**src/rtl/spf_pkg.sv**
```systemverilog
// Shared types and constants for the stepper position follower.
// Depends on nothing; imported by the core, the top level and the checker.
`timescale 1ns / 1ps

package spf_pkg;

    // Default widths
    localparam int LEVEL_BITS_DEF = 10;
    localparam int DELAY_BITS_DEF = 16;

    // Register reset values
    localparam int DEADBAND_RST     = 20;
    localparam int PRECISION_RST    = 5;
    localparam int CUSHION_RST      = 50;
    localparam int ACCELERATION_RST = 1;
    localparam int BASE_DELAY_RST   = 1000;
    localparam int MIN_PULSE_RST    = 5;

    localparam int CFG_IDX_BITS = 3;

    typedef enum logic [CFG_IDX_BITS-1:0] {
        REG_DEADBAND     = 3'd0,
        REG_PRECISION    = 3'd1,
        REG_CUSHION      = 3'd2,
        REG_ACCELERATION = 3'd3,
        REG_BASE_DELAY   = 3'd4,
        REG_MIN_PULSE    = 3'd5
    } t_cfg_idx;

    typedef enum logic [1:0] {
        ST_IDLE = 2'd0,
        ST_CW   = 2'd1,
        ST_CCW  = 2'd2
    } t_motion;

    // Control part of one result beat
    typedef struct packed {
        t_motion motion_state;
        logic    direction_cw;
        logic    driver_enable;
        logic    step_pulse;
    } t_ctl;

endpackage

```
**src/rtl/spf_in_if.sv**
```systemverilog
// Input channel of the stepper position follower: one sample pair per beat.
// Depends on nothing.
`timescale 1ns / 1ps

interface spf_in_if #(
    parameter int LEVEL_BITS = 10
);
    logic                  valid;
    logic                  ready;
    logic [LEVEL_BITS-1:0] order_level;
    logic [LEVEL_BITS-1:0] position_level;

    modport source (output valid, output order_level, output position_level, input ready);
    modport sink   (input valid, input order_level, input position_level, output ready);
endinterface

```
**src/rtl/spf_out_if.sv**
```systemverilog
// Result channel of the stepper position follower: one motion decision per beat.
// Depends on nothing.
`timescale 1ns / 1ps

interface spf_out_if #(
    parameter int LEVEL_BITS = 10,
    parameter int DELAY_BITS = 16
);
    logic                         valid;
    logic                         ready;
    logic [1:0]                   motion_state;
    logic                         direction_cw;
    logic                         driver_enable;
    logic                         step_pulse;
    logic [DELAY_BITS-1:0]        half_period;
    logic signed [LEVEL_BITS:0]   level_difference;

    modport source (output valid, output motion_state, output direction_cw,
                    output driver_enable, output step_pulse, output half_period,
                    output level_difference, input ready);
    modport sink   (input valid, input motion_state, input direction_cw,
                    input driver_enable, input step_pulse, input half_period,
                    input level_difference, output ready);
endinterface

```
**src/rtl/spf_core.sv**
```systemverilog
// Motion decision core: configuration registers, follower state, and the
// single-pass next-result logic. Depends on spf_pkg.
`timescale 1ns / 1ps

module spf_core #(
    parameter int LEVEL_BITS = spf_pkg::LEVEL_BITS_DEF,
    parameter int DELAY_BITS = spf_pkg::DELAY_BITS_DEF,
    parameter int CFG_BITS   = (LEVEL_BITS > DELAY_BITS) ? LEVEL_BITS : DELAY_BITS
) (
    input  logic                              i_clk,
    input  logic                              i_rst_n,
    input  logic                              i_cfg_we,
    input  logic [spf_pkg::CFG_IDX_BITS-1:0]  i_cfg_idx,
    input  logic [CFG_BITS-1:0]               i_cfg_data,
    input  logic                              i_advance,
    input  logic [LEVEL_BITS-1:0]             i_order_level,
    input  logic [LEVEL_BITS-1:0]             i_position_level,
    output spf_pkg::t_ctl                     o_ctl,
    output logic [DELAY_BITS-1:0]             o_half_period,
    output logic signed [LEVEL_BITS:0]        o_level_difference
);
    import spf_pkg::*;

    localparam logic [DELAY_BITS-1:0] DELAY_MAX = {DELAY_BITS{1'b1}};

    // Configuration registers
    logic [LEVEL_BITS-1:0] r_deadband;
    logic [LEVEL_BITS-1:0] r_precision;
    logic [LEVEL_BITS-1:0] r_cushion;
    logic [DELAY_BITS-1:0] r_acceleration;
    logic [DELAY_BITS-1:0] r_base_delay;
    logic [DELAY_BITS-1:0] r_min_pulse;

    // Follower state
    t_motion               r_state,      n_state;
    logic                  r_near_start, n_near_start;
    logic                  r_near_end,   n_near_end;
    logic [LEVEL_BITS-1:0] r_start_pos,  n_start_pos;
    logic [LEVEL_BITS-1:0] r_end_pos,    n_end_pos;
    logic [DELAY_BITS-1:0] r_step_delay, n_step_delay;

    logic                  w_diff_neg;
    logic [LEVEL_BITS-1:0] w_mag;
    logic [DELAY_BITS:0]   w_sum;

    function automatic logic [LEVEL_BITS-1:0] f_dist(
        input logic [LEVEL_BITS-1:0] a,
        input logic [LEVEL_BITS-1:0] b
    );
        return (a >= b) ? (a - b) : (b - a);
    endfunction

    // Write configuration registers
    always_ff @(posedge i_clk) begin
        if (!i_rst_n) begin
            r_deadband     <= LEVEL_BITS'(DEADBAND_RST);
            r_precision    <= LEVEL_BITS'(PRECISION_RST);
            r_cushion      <= LEVEL_BITS'(CUSHION_RST);
            r_acceleration <= DELAY_BITS'(ACCELERATION_RST);
            r_base_delay   <= DELAY_BITS'(BASE_DELAY_RST);
            r_min_pulse    <= DELAY_BITS'(MIN_PULSE_RST);
        end else if (i_cfg_we) begin
            unique case (t_cfg_idx'(i_cfg_idx))
                REG_DEADBAND:     r_deadband     <= i_cfg_data[LEVEL_BITS-1:0];
                REG_PRECISION:    r_precision    <= i_cfg_data[LEVEL_BITS-1:0];
                REG_CUSHION:      r_cushion      <= i_cfg_data[LEVEL_BITS-1:0];
                REG_ACCELERATION: r_acceleration <= i_cfg_data[DELAY_BITS-1:0];
                REG_BASE_DELAY:   r_base_delay   <= i_cfg_data[DELAY_BITS-1:0];
                REG_MIN_PULSE:    r_min_pulse    <= i_cfg_data[DELAY_BITS-1:0];
                default: ;
            endcase
        end
    end

    // Decide state, cushions and step delay for the current sample
    always_comb begin
        o_level_difference = $signed({1'b0, i_order_level}) - $signed({1'b0, i_position_level});
        w_diff_neg   = i_order_level < i_position_level;
        w_mag        = f_dist(i_order_level, i_position_level);

        n_state      = r_state;
        n_near_start = r_near_start;
        n_near_end   = r_near_end;
        n_start_pos  = r_start_pos;
        n_end_pos    = r_end_pos;
        n_step_delay = r_step_delay;

        priority if (!w_diff_neg && w_mag > r_deadband) begin
            n_state      = ST_CW;
            n_near_start = f_dist(i_position_level, r_start_pos) <= r_cushion;
            n_near_end   = f_dist(i_position_level, r_end_pos) <= r_cushion;
        end else if (w_diff_neg && w_mag > r_deadband) begin
            n_state      = ST_CCW;
            n_near_start = f_dist(i_position_level, r_start_pos) <= r_cushion;
            n_near_end   = f_dist(i_position_level, r_end_pos) <= r_cushion;
        end else begin
            // Within the deadband: idle within precision, else hold state; latch endpoints
            if (w_mag <= r_precision) begin
                n_state = ST_IDLE;
            end
            n_start_pos = i_position_level;
            n_end_pos   = i_order_level;
        end

        // Ramp the delay, saturating at both ends
        w_sum = {1'b0, r_step_delay} + {1'b0, r_acceleration};
        priority if (n_state == ST_IDLE) begin
            n_step_delay = r_base_delay;
        end else if (n_near_start) begin
            n_step_delay = (r_step_delay > r_acceleration) ? (r_step_delay - r_acceleration)
                                                           : '0;
        end else if (n_near_end) begin
            n_step_delay = w_sum[DELAY_BITS] ? DELAY_MAX : w_sum[DELAY_BITS-1:0];
        end else begin
            n_step_delay = r_step_delay;
        end

        o_ctl.motion_state  = n_state;
        o_ctl.direction_cw  = n_state == ST_CW;
        o_ctl.driver_enable = n_state != ST_IDLE;
        o_ctl.step_pulse    = n_state != ST_IDLE;
        if (n_state == ST_IDLE) begin
            o_half_period = '0;
        end else begin
            o_half_period = (n_step_delay <= r_min_pulse) ? r_base_delay : n_step_delay;
        end
    end

    // Commit state when the sample moves to the result register
    always_ff @(posedge i_clk) begin
        if (!i_rst_n) begin
            r_state      <= ST_IDLE;
            r_near_start <= 1'b0;
            r_near_end   <= 1'b0;
            r_start_pos  <= '0;
            r_end_pos    <= '0;
            r_step_delay <= DELAY_BITS'(BASE_DELAY_RST);
        end else if (i_advance) begin
            r_state      <= n_state;
            r_near_start <= n_near_start;
            r_near_end   <= n_near_end;
            r_start_pos  <= n_start_pos;
            r_end_pos    <= n_end_pos;
            r_step_delay <= n_step_delay;
        end
    end

endmodule

```
**src/rtl/stepper_position_follower.sv**
```systemverilog
// Stepper position follower top level: input register, decision core and
// result register. Depends on spf_pkg, spf_in_if, spf_out_if and spf_core.
`timescale 1ns / 1ps

// Takes one sample pair (commanded and measured level) per beat and returns one
// motion decision per sample: state, direction, driver enable, step pulse and
// step half-period. A new sample can be taken every clock cycle while the result
// side is not stalled. A sample is held in the input register from the edge that
// accepts it, and its result is loaded into the result register at the edge that
// advances it, once the result slot is free or being drained. The follower state
// is updated at that same edge, which sets the one-sample-per-cycle rate. The
// input side keeps taking beats while a result waits, up to the one held in the
// input register. Configuration writes must only be issued while no sample is in flight.
module stepper_position_follower #(
    parameter int LEVEL_BITS = spf_pkg::LEVEL_BITS_DEF,
    parameter int DELAY_BITS = spf_pkg::DELAY_BITS_DEF,
    parameter int CFG_BITS   = (LEVEL_BITS > DELAY_BITS) ? LEVEL_BITS : DELAY_BITS
) (
    input  logic                              i_clk,
    input  logic                              i_rst_n,
    input  logic                              i_cfg_we,
    input  logic [spf_pkg::CFG_IDX_BITS-1:0]  i_cfg_idx,
    input  logic [CFG_BITS-1:0]               i_cfg_data,
    spf_in_if.sink                            i_sample,
    spf_out_if.source                         o_result
);
    import spf_pkg::*;

    logic                       r_in_valid;
    logic [LEVEL_BITS-1:0]      r_order_level;
    logic [LEVEL_BITS-1:0]      r_position_level;

    logic                       r_out_valid;
    t_ctl                       r_ctl;
    logic [DELAY_BITS-1:0]      r_half_period;
    logic signed [LEVEL_BITS:0] r_level_difference;

    logic                       w_advance;
    t_ctl                       w_ctl;
    logic [DELAY_BITS-1:0]      w_half_period;
    logic signed [LEVEL_BITS:0] w_level_difference;

    // Move a sample forward when the result slot is free or being drained
    assign w_advance      = r_in_valid && (!r_out_valid || o_result.ready);
    assign i_sample.ready = !r_in_valid || w_advance;

    // Input register
    always_ff @(posedge i_clk) begin
        if (!i_rst_n) begin
            r_in_valid <= 1'b0;
        end else if (i_sample.ready) begin
            r_in_valid <= i_sample.valid;
        end
    end

    always_ff @(posedge i_clk) begin
        if (i_sample.valid && i_sample.ready) begin
            r_order_level    <= i_sample.order_level;
            r_position_level <= i_sample.position_level;
        end
    end

    spf_core #(
        .LEVEL_BITS (LEVEL_BITS),
        .DELAY_BITS (DELAY_BITS),
        .CFG_BITS   (CFG_BITS)
    ) u_core (
        .i_clk              (i_clk),
        .i_rst_n            (i_rst_n),
        .i_cfg_we           (i_cfg_we),
        .i_cfg_idx          (i_cfg_idx),
        .i_cfg_data         (i_cfg_data),
        .i_advance          (w_advance),
        .i_order_level      (r_order_level),
        .i_position_level   (r_position_level),
        .o_ctl              (w_ctl),
        .o_half_period      (w_half_period),
        .o_level_difference (w_level_difference)
    );

    // Result register
    always_ff @(posedge i_clk) begin
        if (!i_rst_n) begin
            r_out_valid <= 1'b0;
        end else if (w_advance) begin
            r_out_valid <= 1'b1;
        end else if (o_result.ready) begin
            r_out_valid <= 1'b0;
        end
    end

    always_ff @(posedge i_clk) begin
        if (w_advance) begin
            r_ctl              <= w_ctl;
            r_half_period      <= w_half_period;
            r_level_difference <= w_level_difference;
        end
    end

    assign o_result.valid            = r_out_valid;
    assign o_result.motion_state     = r_ctl.motion_state;
    assign o_result.direction_cw     = r_ctl.direction_cw;
    assign o_result.driver_enable    = r_ctl.driver_enable;
    assign o_result.step_pulse       = r_ctl.step_pulse;
    assign o_result.half_period      = r_half_period;
    assign o_result.level_difference = r_level_difference;

endmodule

```
**src/flat_wrapper.sv**
```systemverilog
// flat-port wrapper written by rule: the top's interface ports become plain ports
module stepper_position_follower_flat import spf_pkg::*;
#(
    parameter int LEVEL_BITS = spf_pkg::LEVEL_BITS_DEF,
    parameter int DELAY_BITS = spf_pkg::DELAY_BITS_DEF,
    parameter int CFG_BITS   = (LEVEL_BITS > DELAY_BITS) ? LEVEL_BITS : DELAY_BITS
)
  (i_clk, i_rst_n, i_cfg_we, i_cfg_idx, i_cfg_data, i_sample_valid, i_sample_order_level, i_sample_position_level, i_sample_ready, o_result_valid, o_result_motion_state, o_result_direction_cw, o_result_driver_enable, o_result_step_pulse, o_result_half_period, o_result_level_difference, o_result_ready);
  spf_in_if #(.LEVEL_BITS(LEVEL_BITS)) i_sample_i ();
  spf_out_if #(.LEVEL_BITS(LEVEL_BITS), .DELAY_BITS(DELAY_BITS)) o_result_i ();
  input  logic i_clk;
  input  logic i_rst_n;
  input  logic i_cfg_we;
  input  logic [spf_pkg::CFG_IDX_BITS-1:0] i_cfg_idx;
  input  logic [CFG_BITS-1:0] i_cfg_data;
  input wire logic [$bits(i_sample_i.valid)-1:0] i_sample_valid;
  input wire logic [$bits(i_sample_i.order_level)-1:0] i_sample_order_level;
  input wire logic [$bits(i_sample_i.position_level)-1:0] i_sample_position_level;
  output wire logic [$bits(i_sample_i.ready)-1:0] i_sample_ready;
  output wire logic [$bits(o_result_i.valid)-1:0] o_result_valid;
  output wire logic [$bits(o_result_i.motion_state)-1:0] o_result_motion_state;
  output wire logic [$bits(o_result_i.direction_cw)-1:0] o_result_direction_cw;
  output wire logic [$bits(o_result_i.driver_enable)-1:0] o_result_driver_enable;
  output wire logic [$bits(o_result_i.step_pulse)-1:0] o_result_step_pulse;
  output wire logic [$bits(o_result_i.half_period)-1:0] o_result_half_period;
  output wire logic [$bits(o_result_i.level_difference)-1:0] o_result_level_difference;
  input wire logic [$bits(o_result_i.ready)-1:0] o_result_ready;
  assign i_sample_i.valid = i_sample_valid;
  assign i_sample_i.order_level = i_sample_order_level;
  assign i_sample_i.position_level = i_sample_position_level;
  assign i_sample_ready = i_sample_i.ready;
  assign o_result_valid = o_result_i.valid;
  assign o_result_motion_state = o_result_i.motion_state;
  assign o_result_direction_cw = o_result_i.direction_cw;
  assign o_result_driver_enable = o_result_i.driver_enable;
  assign o_result_step_pulse = o_result_i.step_pulse;
  assign o_result_half_period = o_result_i.half_period;
  assign o_result_level_difference = o_result_i.level_difference;
  assign o_result_i.ready = o_result_ready;
  stepper_position_follower #(.LEVEL_BITS(LEVEL_BITS), .DELAY_BITS(DELAY_BITS), .CFG_BITS(CFG_BITS)) u_core (.i_clk(i_clk), .i_rst_n(i_rst_n), .i_cfg_we(i_cfg_we), .i_cfg_idx(i_cfg_idx), .i_cfg_data(i_cfg_data), .i_sample(i_sample_i), .o_result(o_result_i));
endmodule
```
**config.mk**
```make
export PLATFORM = sky130hd
export DESIGN_NAME = stepper_position_follower_flat
export DESIGN_NICKNAME = d
export VERILOG_FILES = /design/src/rtl/spf_pkg.sv /design/src/rtl/spf_in_if.sv /design/src/rtl/spf_out_if.sv /design/src/rtl/spf_core.sv /design/src/rtl/stepper_position_follower.sv /design/src/flat_wrapper.sv
export SDC_FILE = /design/constraint.sdc
export NUM_CORES = 1
export LEC_CHECK = 0
export BUFFER_PORTS_ARGS = -buffer_cell sky130_fd_sc_hd__buf_2
export CAP_MARGIN = 5
export CORE_MARGIN = 5
export CORE_UTILIZATION = 65
export DETAILED_ROUTE_END_ITERATION = 12
export PLACE_DENSITY = 0.85
export SLEW_MARGIN = 0
export SYNTH_ARGS = -nofsm -noshare
export SYNTH_HDL_FRONTEND = slang
export SYNTH_SLANG_ARGS = --single-unit
```
**constraint.sdc**
```tcl
create_clock -name i_clk -period 13 [get_ports i_clk]
set_input_delay 2.6 -clock i_clk [delete_from_list [all_inputs] [get_ports i_clk]]
set_output_delay 2.6 -clock i_clk [all_outputs]
set_load 0.05 [all_outputs]
```
==> impl_metrics.env <==
export IMPL_outcome="completed"
export IMPL_h_tree_depth=4
export IMPL_cts_buffer_depth=2
export IMPL_yosys_register_bits=171
export IMPL_dieHeight_um=149
export IMPL_worst_setup_path_type="reg -> reg"
export IMPL_rsz0062_at_grt="no"
export IMPL_synthSimpleGateAreaFrac_pct=17.1
export IMPL_finalSetupViolCount=0
export IMPL_required_ns=13.14
export IMPL_root_buffer="clkbuf_16"
export IMPL_cts_sinks=171
export IMPL_drive_gt1_share_pct=10.6
export IMPL_worst_slew_pin_slew_ns=1.15
export IMPL_finalCritPeriodShare_pct=68.8
export IMPL_hold_violations=0
export IMPL_synth_edf_count=51
export IMPL_yosys_warnings=0
export IMPL_min_period_ns=8.94
export IMPL_wire_per_inst_um=19.5
export IMPL_grt_pass1_wl_um=56400
export IMPL_fmaxAchievable_mhz=112
export IMPL_cts_tree="done"
export IMPL_maxCapViolCount=0
export IMPL_fp_dieArea_um2=22200
export IMPL_grt_max_degree=60
export IMPL_final_antenna_net_count=0
export IMPL_end_kind="flip-flop"
export IMPL_cts_buffers=17
export IMPL_nFillCells=1464
export IMPL_drt_initial_drc_count=1362
export IMPL_clock_latency_ns=0.44
export IMPL_synth_top_family_by_area="compound AO/OA/AOI/OAI gates"
export IMPL_antenna_cells=0
export IMPL_power_leakage_uw=0.00561
export IMPL_portBuffers=77
export IMPL_grtUsageTotal_pct=31.7
export IMPL_slowest_delay_ns=0.82
export IMPL_path_clk_slew_ns=0.07
export IMPL_synthMuxAreaShare_pct=2.56
export IMPL_power_uw=2400
export IMPL_synth_cells=1536
export IMPL_hold_path_class="reg -> reg"
export IMPL_fin_skew_ns=0.0106
export IMPL_initial_utilization_pct=66.5
export IMPL_ys_types=90
export IMPL_synth_top_area_share_pct=19.1
export IMPL_vias=11516
export IMPL_ir_drop_mv=0.117
export IMPL_ios=78
export IMPL_cp_data_arrival_time_ns=9.08
export IMPL_yosys_top_cells_area="dfxtp_1 (19%), ha_1 (14%), edfxtp_1 (12%)"
export IMPL_synth_compound_area_share_pct=23.9
export IMPL_syn_area_um2=12600
export IMPL_synth_xor_xnor_area_share_pct=2.44
export IMPL_worst_path_buf_inv=2
export IMPL_yosysTopAreaCell="dfxtp_1"
export IMPL_grt_pass1_vias=10751
export IMPL_fin_nets=1755
export IMPL_setup_tns_final_ns=0
export IMPL_antenna_found_initial=0
export IMPL_core_um2=18900
export IMPL_synth_fa_ha_area_share_pct=15.7
export IMPL_die_x_um=149
export IMPL_syn_nets=1733
export IMPL_via_per_inst=6.29
export IMPL_drt_first_pass_iters=6
export IMPL_postCtsHoldBufs=0
export IMPL_crit_path_max_fanout=36
export IMPL_syn_to_final_growth_pct=8.05
export IMPL_power_density_nw_per_um2=177
export IMPL_cts_setup_buffers=0
export IMPL_slew_violations=0
export IMPL_synth_ff_type="dfxtp_1"
export IMPL_synthArstFlopShare_pct=0
export IMPL_ys_seq_area_share_pct=31.3
export IMPL_most_common_layout_cells="nand2_1 (246), a21oi_1 (181), ha_1 (145)"
export IMPL_cts_resized=0
export IMPL_wirelength_um=35700
export IMPL_final_common_cell="nand2_1"
export IMPL_grt_ovfl_total=0
export IMPL_maxSlewHeadroom_pct=23.0
export IMPL_dp_final_hpwl_um=26200
export IMPL_drc=0
export IMPL_critPathTopFamily="compound AO/OA/AOI/OAI gates"
export IMPL_critPathSlowestCell="nand3_1"
export IMPL_syn_avg_cell_area_um2=8.18
export IMPL_startpoint_type="flip-flop"
export IMPL_row_count=50
export IMPL_gp_congestion=0.987
## flip-flops by register name (all words and copies together), names as in the netlist, 2 cells and up
name,flops
u_core.o_result.level_difference,11
u_core.u_core.r_base_delay,16
u_core.r_order_level,10
u_core.u_core.r_start_pos,10
u_core.u_core.r_precision,10
u_core.u_core.r_state,2
u_core.u_core.r_end_pos,10
u_core.u_core.r_acceleration,16
u_core.o_result.half_period,16
u_core.u_core.r_cushion,10
u_core.u_core.r_min_pulse,16
u_core.u_core.r_step_delay,16
u_core.u_core.r_deadband,10
u_core.o_result.motion_state,2
u_core.r_position_level,10
## report_power, final
group | total (µW) | internal [µW] | switching, µW
Clock | 532 | 301 | 231
Sequential | 666 | 626 | 40.5
Combinational | 1200 | 422 | 781
Total | 2400 | 1350 | 1050
## worst paths after layout
kind / from / endpoint / slack (ns) / cells after the start
setup reg to reg: u_core.r_position_level[0] / u_core.o_result.half_period[3] / 4.06 / 32
setup / recovery: u_core.r_position_level[0] / u_core.o_result.half_period[3] / 4.06 / 32
hold reg to reg: u_core.u_core.r_min_pulse[15] / u_core.u_core.r_min_pulse[15] / 0.46 / 2
hold / removal: u_core.u_core.r_min_pulse[15] / u_core.u_core.r_min_pulse[15] / 0.46 / 2
## worst register-to-register path, delay by kind of cell (launching register included)
family,cells,cell delay [ns]
buffers and inverters,2,0.22
muxes,2,0.80
adders and majority gates,4,1.13
DFF,1,0.46
and+or+nand+nor,5,1.70
xor gates and xnor gates,1,0.10
AOI/OAI and AO/OA,18,4.27
## layer usage
| layer | up-vias | global-route usage, % | part of all wire, % |
|---|---|---|---|
| met1 | 5436 | 47.3 | 44 |
| met5 | - | 0 | 0 |
| met3 | 72 | 6.87 | 11 |
| li1 | 5429 | - | - |
| met2 | 579 | 46.4 | 43 |
| met4 | 0 | 8.70 | 1.9 |
## synth_stat cells (all sizes together), types with 14 or more instances
cell,n
nand2,246
a21oi,185
ha,145
inv,140
dfxtp,120
nor2,84
o21ai,62
clkbuf,52
edfxtp,51
a21o,46
nand3,33
o211ai,27
buf,25
xnor2,25
nor3,21
nand2b,17
nand4,17
o21bai,17
mux2i,16
nor2b,16
mux2,14
## logic make-up (layout without fill, tap and decap cells)
group / Yosys count / in the layout
compound gates: 450 / 450
xor+xnor: 35 / 35
fa+ha+maj: 153 / 153
buf+inv: 217 / 252
flops: 171 / 171
mux: 30 / 30
simple gates: 480 / 480
## metrics by stage
step           setup WS (ns)  cells  hold slack (ns)  instance area [µm²]  utilization [%]
3_3_place_gp            4.58   1799            0.443                12900             68.5
4_1_cts                 4.25   1831            0.459                13600             71.8
3_5_place_dp            4.32   1799            0.449                12900             68.5
5_1_grt                 3.50   1831            0.479                13600             71.8
6_report                4.06   1831            0.457                13600             71.8
2_1_floorplan           6.11   1536            0.436                12600                -
## cell type report
cell class              instances  area (µm²)  share of cell area (%)
multi-input cells            1148        7750                    57.1
flip-flops and latches        171        3930                    29.0
clock buffers                  22         539                    3.97
inverters                     140         526                    3.87
repair buffers                 80         408                    3.01
well taps                     260         325                    2.40
clock inverters                10        87.6                   0.646
Power figures use the tool's default switching activity.
